File: config.mk
export PLATFORM = sky130hd
export DESIGN_NAME = channel_activity_decay_peak
export DESIGN_NICKNAME = d
export VERILOG_FILES = /design/src/design/cadp_pkg.sv /design/src/design/channel_activity_decay_peak.sv
export SDC_FILE = /design/constraint.sdc
export NUM_CORES = 1
export LEC_CHECK = 0
export CORE_UTILIZATION = 60
export DETAILED_ROUTE_END_ITERATION = 16
export DONT_BUFFER_PORTS = 1
export HOLD_SLACK_MARGIN = 0.12
export PLACE_DENSITY = 0.76
export SLEW_MARGIN = 20
export SYNTH_ARGS = -nofsm -noshare
export SYNTH_HDL_FRONTEND = slang
export SYNTH_SLANG_ARGS = --single-unit
export TNS_END_PERCENT = 100
File: constraint.sdc
create_clock -name aclk -period 18.3 [get_ports aclk]
set_clock_uncertainty 0.1 [all_clocks]
set_input_delay 1.83 -clock aclk [delete_from_list [all_inputs] [get_ports aclk]]
set_output_delay 1.83 -clock aclk [all_outputs]
set_load 0.02 [all_outputs]
File: src/design/cadp_pkg.sv
`default_nettype none

package cadp_pkg;

    // Default number of tracked channels
    localparam int CHANNELS_DEFAULT = 126;

    // Field widths
    localparam int CHAN_W  = 7;
    localparam int LEVEL_W = 8;
    localparam int SHIFT_W = 3;
    localparam int COUNT_W = 16;

    // Configuration port
    localparam int CFG_IDX_W  = 2;
    localparam int CFG_DATA_W = 8;

    localparam logic [CFG_IDX_W-1:0] REG_HIT_GAIN    = 2'd0;
    localparam logic [CFG_IDX_W-1:0] REG_LEVEL_CAP   = 2'd1;
    localparam logic [CFG_IDX_W-1:0] REG_DECAY_SHIFT = 2'd2;

    localparam logic [LEVEL_W-1:0] HIT_GAIN_RST    = 8'd26;
    localparam logic [LEVEL_W-1:0] LEVEL_CAP_RST   = 8'd100;
    localparam logic [SHIFT_W-1:0] DECAY_SHIFT_RST = 3'd3;

    // Item kinds carried on tuser
    localparam logic OP_SAMPLE = 1'b0;
    localparam logic OP_CLEAR  = 1'b1;

    // Stream widths
    localparam int IN_TDATA_W  = 8;
    localparam int OUT_TDATA_W = 48;

endpackage

`default_nettype wire

File: src/design/channel_activity_decay_peak.sv
// Channel activity tracker with decay and per-sweep peak hold.
//
// Input stream (s_*): one transaction per detector sample. tdata carries the
// channel and the carrier-hit bit, tuser selects sample or clear-all, and
// tlast marks the final sample of a sweep. Result stream (m_*): exactly one
// transaction per input transaction, in order. tdata carries the channel,
// its updated level and, on sweep end (tlast high), the sweep peak, a
// peak-found flag and the wrapping sweep count; these are zero otherwise.
//
// Throughput is one item per cycle unless a low m_tready stalls the output.
// Each item makes a single read-modify-write of the level memory: the read
// is issued at acceptance, the update at commit from the update stage, and a
// forwarding register covers a back-to-back hit on the same channel.
//
// Reset clears all per-channel valid bits (every level reads as zero), the
// running peak, the sweep count, and restores the configuration defaults.
// When the receiver holds m_tready low, the output register holds its
// transaction, one more item waits in the update stage, and s_tready drops.
// Configuration registers are written through cfg_wr_en/cfg_index/cfg_wdata;
// the user must write them only while the block is idle; the block itself does not enforce it.

`default_nettype none

module channel_activity_decay_peak #(
    parameter int CHANNELS = cadp_pkg::CHANNELS_DEFAULT
) (
    input  wire                                aclk,
    input  wire                                aresetn,

    // Input stream
    input  wire                                s_tvalid,
    output logic                               s_tready,
    input  wire  [cadp_pkg::IN_TDATA_W-1:0]    s_tdata,   // [6:0] channel, [7] carrier_hit
    input  wire                                s_tuser,   // [0] op
    input  wire                                s_tlast,   // sweep_end

    // Result stream
    output logic                               m_tvalid,
    input  wire                                m_tready,
    // [6:0] channel_out, [14:7] level, [21:15] peak_channel, [29:22] peak_level,
    // [30] peak_found, [46:31] sweep_count, [47] zero
    output logic [cadp_pkg::OUT_TDATA_W-1:0]   m_tdata,
    output logic                               m_tlast,   // sweep_done

    // Configuration write port
    input  wire                                cfg_wr_en,
    input  wire  [cadp_pkg::CFG_IDX_W-1:0]     cfg_index,
    input  wire  [cadp_pkg::CFG_DATA_W-1:0]    cfg_wdata
);

    import cadp_pkg::*;

    localparam int IDX_W = $clog2(CHANNELS);

    // Configuration registers
    logic [LEVEL_W-1:0] hit_gain_reg;
    logic [LEVEL_W-1:0] level_cap_reg;
    logic [SHIFT_W-1:0] decay_shift_reg;

    // Level storage
    logic [LEVEL_W-1:0] level_mem [CHANNELS];
    logic [CHANNELS-1:0] valid_reg;
    logic [LEVEL_W-1:0]  rd_data_reg;
    logic                fwd_hit_reg;
    logic [LEVEL_W-1:0]  fwd_data_reg;

    // Update stage
    logic               s1_valid_reg;
    logic               s1_op_reg;
    logic [CHAN_W-1:0]  s1_chan_reg;
    logic               s1_hit_reg;
    logic               s1_last_reg;

    // Sweep state
    logic [LEVEL_W-1:0] run_peak_level_reg;
    logic [CHAN_W-1:0]  run_peak_chan_reg;
    logic [COUNT_W-1:0] sweep_count_reg;

    // Combinational signals
    logic               s_accept;
    logic               advance;
    logic               commit;
    logic [CHAN_W-1:0]  in_chan;
    logic [IDX_W-1:0]   in_idx;
    logic [IDX_W-1:0]   s1_idx;
    logic               s1_in_range;
    logic               s1_sample;
    logic               s1_write;
    logic [LEVEL_W-1:0] old_level;
    logic [LEVEL_W-1:0] decayed;
    logic [LEVEL_W:0]   gained;
    logic [LEVEL_W-1:0] new_level;
    logic [LEVEL_W-1:0] item_level;
    logic               peak_upd;
    logic [LEVEL_W-1:0] peak_level_next;
    logic [CHAN_W-1:0]  peak_chan_next;
    logic [COUNT_W-1:0] sweep_count_next;

    // Handshake
    assign advance  = !m_tvalid || m_tready;
    assign commit   = s1_valid_reg && advance;
    assign s_tready = !s1_valid_reg || advance;
    assign s_accept = s_tvalid && s_tready;

    assign in_chan = s_tdata[CHAN_W-1:0];
    assign in_idx  = IDX_W'(in_chan);
    assign s1_idx  = IDX_W'(s1_chan_reg);

    assign s1_in_range = (32'(s1_chan_reg) < 32'(CHANNELS));
    assign s1_sample   = (s1_op_reg == OP_SAMPLE);
    assign s1_write    = commit && s1_sample && s1_in_range;

    // Current level: invalid entries read as zero, a write just made wins
    always_comb begin
        if (!s1_in_range || !valid_reg[s1_idx]) begin
            old_level = '0;
        end else if (fwd_hit_reg) begin
            old_level = fwd_data_reg;
        end else begin
            old_level = rd_data_reg;
        end
    end

    // Decay, gain, cap
    always_comb begin
        decayed = old_level - (old_level >> decay_shift_reg);
        gained  = {1'b0, decayed} + (s1_hit_reg ? {1'b0, hit_gain_reg} : '0);
        if (gained > {1'b0, level_cap_reg}) begin
            new_level = level_cap_reg;
        end else begin
            new_level = gained[LEVEL_W-1:0];
        end
        item_level = s1_in_range ? new_level : '0;
    end

    // Running peak including this item
    always_comb begin
        peak_upd         = s1_in_range && (new_level > run_peak_level_reg);
        peak_level_next  = peak_upd ? new_level : run_peak_level_reg;
        peak_chan_next   = peak_upd ? s1_chan_reg : run_peak_chan_reg;
        sweep_count_next = sweep_count_reg + COUNT_W'(1);
    end

    // Configuration writes
    always_ff @(posedge aclk) begin
        if (!aresetn) begin
            hit_gain_reg    <= HIT_GAIN_RST;
            level_cap_reg   <= LEVEL_CAP_RST;
            decay_shift_reg <= DECAY_SHIFT_RST;
        end else if (cfg_wr_en) begin
            unique case (cfg_index)
                REG_HIT_GAIN:    hit_gain_reg    <= cfg_wdata[LEVEL_W-1:0];
                REG_LEVEL_CAP:   level_cap_reg   <= cfg_wdata[LEVEL_W-1:0];
                REG_DECAY_SHIFT: decay_shift_reg <= cfg_wdata[SHIFT_W-1:0];
                default: ;
            endcase
        end
    end

    // Level memory: read at acceptance, write at commit
    always_ff @(posedge aclk) begin
        if (s_accept) begin
            rd_data_reg <= level_mem[in_idx];
        end
        if (s1_write) begin
            level_mem[s1_idx] <= new_level;
        end
    end

    // Forwarding for a same-channel item right behind
    always_ff @(posedge aclk) begin
        if (!aresetn) begin
            fwd_hit_reg <= 1'b0;
        end else if (s_accept) begin
            fwd_hit_reg <= s1_write && (s1_chan_reg == in_chan);
        end else if (commit) begin
            fwd_hit_reg <= 1'b0;
        end
    end

    always_ff @(posedge aclk) begin
        if (s_accept) begin
            fwd_data_reg <= new_level;
        end
    end

    // Valid bits
    always_ff @(posedge aclk) begin
        if (!aresetn) begin
            valid_reg <= '0;
        end else if (commit && !s1_sample) begin
            valid_reg <= '0;
        end else if (s1_write) begin
            valid_reg[s1_idx] <= 1'b1;
        end
    end

    // Update stage control
    always_ff @(posedge aclk) begin
        if (!aresetn) begin
            s1_valid_reg <= 1'b0;
        end else if (s_accept) begin
            s1_valid_reg <= 1'b1;
        end else if (commit) begin
            s1_valid_reg <= 1'b0;
        end
    end

    always_ff @(posedge aclk) begin
        if (s_accept) begin
            s1_op_reg   <= s_tuser;
            s1_chan_reg <= in_chan;
            s1_hit_reg  <= s_tdata[CHAN_W];
            s1_last_reg <= s_tlast;
        end
    end

    // Sweep peak and count
    always_ff @(posedge aclk) begin
        if (!aresetn) begin
            run_peak_level_reg <= '0;
            run_peak_chan_reg  <= '0;
            sweep_count_reg    <= '0;
        end else if (commit) begin
            if (!s1_sample || s1_last_reg) begin
                run_peak_level_reg <= '0;
                run_peak_chan_reg  <= '0;
            end else begin
                run_peak_level_reg <= peak_level_next;
                run_peak_chan_reg  <= peak_chan_next;
            end
            if (s1_sample && s1_last_reg) begin
                sweep_count_reg <= sweep_count_next;
            end
        end
    end

    // Output register
    always_ff @(posedge aclk) begin
        if (!aresetn) begin
            m_tvalid <= 1'b0;
        end else if (commit) begin
            m_tvalid <= 1'b1;
        end else if (m_tready) begin
            m_tvalid <= 1'b0;
        end
    end

    always_ff @(posedge aclk) begin
        if (commit) begin
            if (!s1_sample) begin
                m_tdata <= {{(OUT_TDATA_W-CHAN_W){1'b0}}, s1_chan_reg};
                m_tlast <= 1'b0;
            end else if (s1_last_reg) begin
                m_tdata <= {1'b0, sweep_count_next, (peak_level_next != '0),
                            peak_level_next, peak_chan_next, item_level, s1_chan_reg};
                m_tlast <= 1'b1;
            end else begin
                m_tdata <= {{(OUT_TDATA_W-CHAN_W-LEVEL_W){1'b0}}, item_level, s1_chan_reg};
                m_tlast <= 1'b0;
            end
        end
    end

    // Checks
    a_level_capped: assert property (@(posedge aclk) disable iff (!aresetn)
        m_tvalid |-> (m_tdata[14:7] <= level_cap_reg))
        else $error("reported level above cap");

    a_peak_covers_level: assert property (@(posedge aclk) disable iff (!aresetn)
        (m_tvalid && m_tlast) |-> (m_tdata[29:22] >= m_tdata[14:7]))
        else $error("sweep peak below the last level");

    a_clear_drops_valid: assert property (@(posedge aclk) disable iff (!aresetn)
        (commit && !s1_sample) |=> (valid_reg == '0))
        else $error("clear left a valid level");

    a_fwd_needs_item: assert property (@(posedge aclk) disable iff (!aresetn)
        fwd_hit_reg |-> s1_valid_reg)
        else $error("forwarding flag without an item in the update stage");

    a_no_peak_mid_sweep: assert property (@(posedge aclk) disable iff (!aresetn)
        (m_tvalid && !m_tlast) |-> (m_tdata[47:15] == '0))
        else $error("peak fields set outside a sweep end");

endmodule

`default_nettype wire
==> flow_metrics.tcl <==
set metrics [dict create \
    outcome "finished clean" \
    cts.sinks 1261 \
    synthCells 2641 \
    port_buffers 0 \
    dp_slack_ps 7933 \
    worst_slew_pin_slew_ps 1157 \
    initial_core_util_pct 60.94 \
    cp_slowest_cell "edfxtp_1" \
    synth-edff-count 1082 \
    synthesis.area_um2 50200 \
    ir_drop_uv 243.3 \
    die_y_um 291.3 \
    synth_most_common_cell "edfxtp_1" \
    max_stage_delay_ps 920 \
    endpoint_kind "register" \
    cpLargestDelayFamily "compound AO/OA/AOI/OAI gates" \
    p_leak_uw 0.01749 \
    criticalPathCategory "reg2reg" \
    synth_common_cells "1082 x edfxtp_1, 348 x mux4_2, 179 x dfxtp_1, 174 x nor2_1, 129 x o21a_1" \
    finalSetupViolCount 0 \
    synth-seq-cells 1261 \
    dr.pass1.iters 5 \
    synth_warnings 0 \
    rsz0062_at_grt "false" \
    grt_overflow 0 \
    antenna_left 0 \
    drtIter0Drc 2823 \
    fmax_mhz 95.54 \
    ios 76 \
    drc_errors 0 \
    grt_pass1_wl_um 170800 \
    yosys.area.top_type "edfxtp_1" \
    maxCapViolations 0 \
    core_um2 82370 \
    drive_above_1_share_pct 22.63 \
    grt_max_degree 259 \
    dp_cells 3581 \
    final_nets 2691 \
    whs_ps 364.3 \
    cts.path.max_buffers 3 \
    worst_slack_ps 7833 \
    postCtsSetupBuffers 0 \
    grt_pass1_vias 26250 \
    min_path_type "reg2reg" \
    synth_nets 2700 \
    slew_headroom_pct 22.57 \
    numCtsBuffers 117 \
    finalCritPeriodShare_pct 57.19 \
    fin_crit_ps 10470 \
    viasPerCell 6.734 \
    seq_area_frac_synth_pct 71.86 \
    grtUsageTotal_pct 27.34 \
    arrival_ps 10940 \
    vias 25620 \
    worstPathMaxFanout 50 \
    synth_top_area_share_pct 64.72 \
    final.setup.tns_ps 0 \
    synthToLayoutAreaGrowth_pct 9.746 \
    final_cells 3805 \
    slew_viol_final 0 \
    hold_viol 0 \
    die_x_um 291.3 \
    synth_area_leaders "edfxtp_1 65%, mux4_2 16%, dfxtp_1 7.1%, o21a_1 1.9%, nor2_1 1.3%" \
    drt_wl_total_um 114200 \
    clk_pin_slew_ps 60 \
    cts_tree "built" \
    place_congestion 0.8703 \
    hpwl_um 67020 \
    ctsHoldBuffers 0 \
    ys_types 59 \
    syn_area_per_cell_um2 19.01 \
    clockRootBuffer "clkbuf_16" \
    worst-path-buf-inv 4 \
    drt-wirelength-per-cell_um 30.02 \
    pwr_density_cell_nw_per_um2 146.7 \
    cts.htree.levels 3 \
    dieArea_um2 84830 \
    ctsResizeCount 0 \
    start_kind "register" \
    synth-main-ff-cell "edfxtp_1" \
    insertion_delay_ps 690 \
    required_ps 18780 \
    async_flop_share_pct 0 \
    antenna_found_initial 2 \
    rows 105 \
    largest_reg_flops 1008 \
    diodes 0 \
]
-- routing by layer --
layer	part of all wire [%]	wire length [um]	vias up	GRT usage (%)
li1	-	-	10620	-
met1	39	44370	13370	38.34
met2	49	55850	1380	43.52
met3	9.1	10370	249	5.795
met4	3.2	3643	2	8.672
met5	0.011	13	-	0
-- worst register-to-register path, delay by kind of cell, from the launching register on --
| family | cells | cell delay, ps |
|---|---|---|
| simple gates | 7 | 1650 |
| xor+xnor | 1 | 130 |
| flops | 1 | 920 |
| fa+ha+maj | 5 | 1730 |
| mux | 5 | 1580 |
| compound gates | 14 | 3200 |
| buf+inv | 4 | 1070 |
-- power breakdown --
part | switching, uW | internal [uW] | total, uW
Combinational | 1190 | 294 | 1480
Sequential | 41.7 | 4060 | 4100
Clock | 1050 | 1440 | 2490
Total | 2280 | 5800 | 8080
-- layout make-up --
type                       instances  area, um^2
clock buffer                     147        3179
timing repair buffer              23       176.4
sequential                      1261       36070
multi-input combinational       1194       13420
inverter                          35       138.9
tap                             1070        1339
fill                            5121       27280
clock inverter                    75       767.0
-- cells in the final DEF (no fill, tap or decap), types with 28 or more instances in the layout --
cell / synthesis / routed
ha_1: 32 / 32
nand2_1: 85 / 85
edfxtp_1: 1082 / 1082
clkbuf_16: 0 / 121
nor2_1: 174 / 142
nor2_2: 0 / 32
mux2i_1: 47 / 47
mux4_2: 348 / 348
and2_1: 28 / 28
inv_1: 35 / 31
a21oi_1: 41 / 41
nor2b_1: 41 / 41
dfxtp_1: 179 / 179
o21a_1: 129 / 129
-- cells by family (layout without fill, tap and decap cells) --
| family | Yosys count | after routing | share of synthesized area, % |
|---|---|---|---|
| flip-flops | 1261 | 1261 | 71.86 |
| AND/OR/NAND/NOR | 405 | 405 | 3.711 |
| other | 1 | 1 | 0.007470 |
| AO/OA/AOI/OAI | 299 | 299 | 4.150 |
| adder cells (fa/ha/maj) | 34 | 34 | 0.8773 |
| multiplexers | 420 | 420 | 17.11 |
| XOR/XNOR | 35 | 35 | 0.6106 |
| buffers and inverters | 186 | 280 | 1.670 |
-- stage by stage --
step,util (%),cell area (um^2),total power [uW]
final,66.88,55090,8080
after global placement,61.97,51050,5517
after global routing,66.88,55090,8312
after detailed placement,62.00,51070,5633
after floorplan,-,50200,5103
after CTS,66.79,55020,8087
-- worst paths after layout --
kind	depth (start not counted)	end	slack [ps]	startpoint
max	36	run_peak_level_reg[4]	7830	s1_chan_reg[2]
min	1	valid_reg[53]	360	valid_reg[53]
max reg2reg	36	run_peak_level_reg[4]	7830	s1_chan_reg[2]
min reg2reg	1	valid_reg[53]	360	valid_reg[53]
Note: power is estimated with default switching activity, not from simulation.
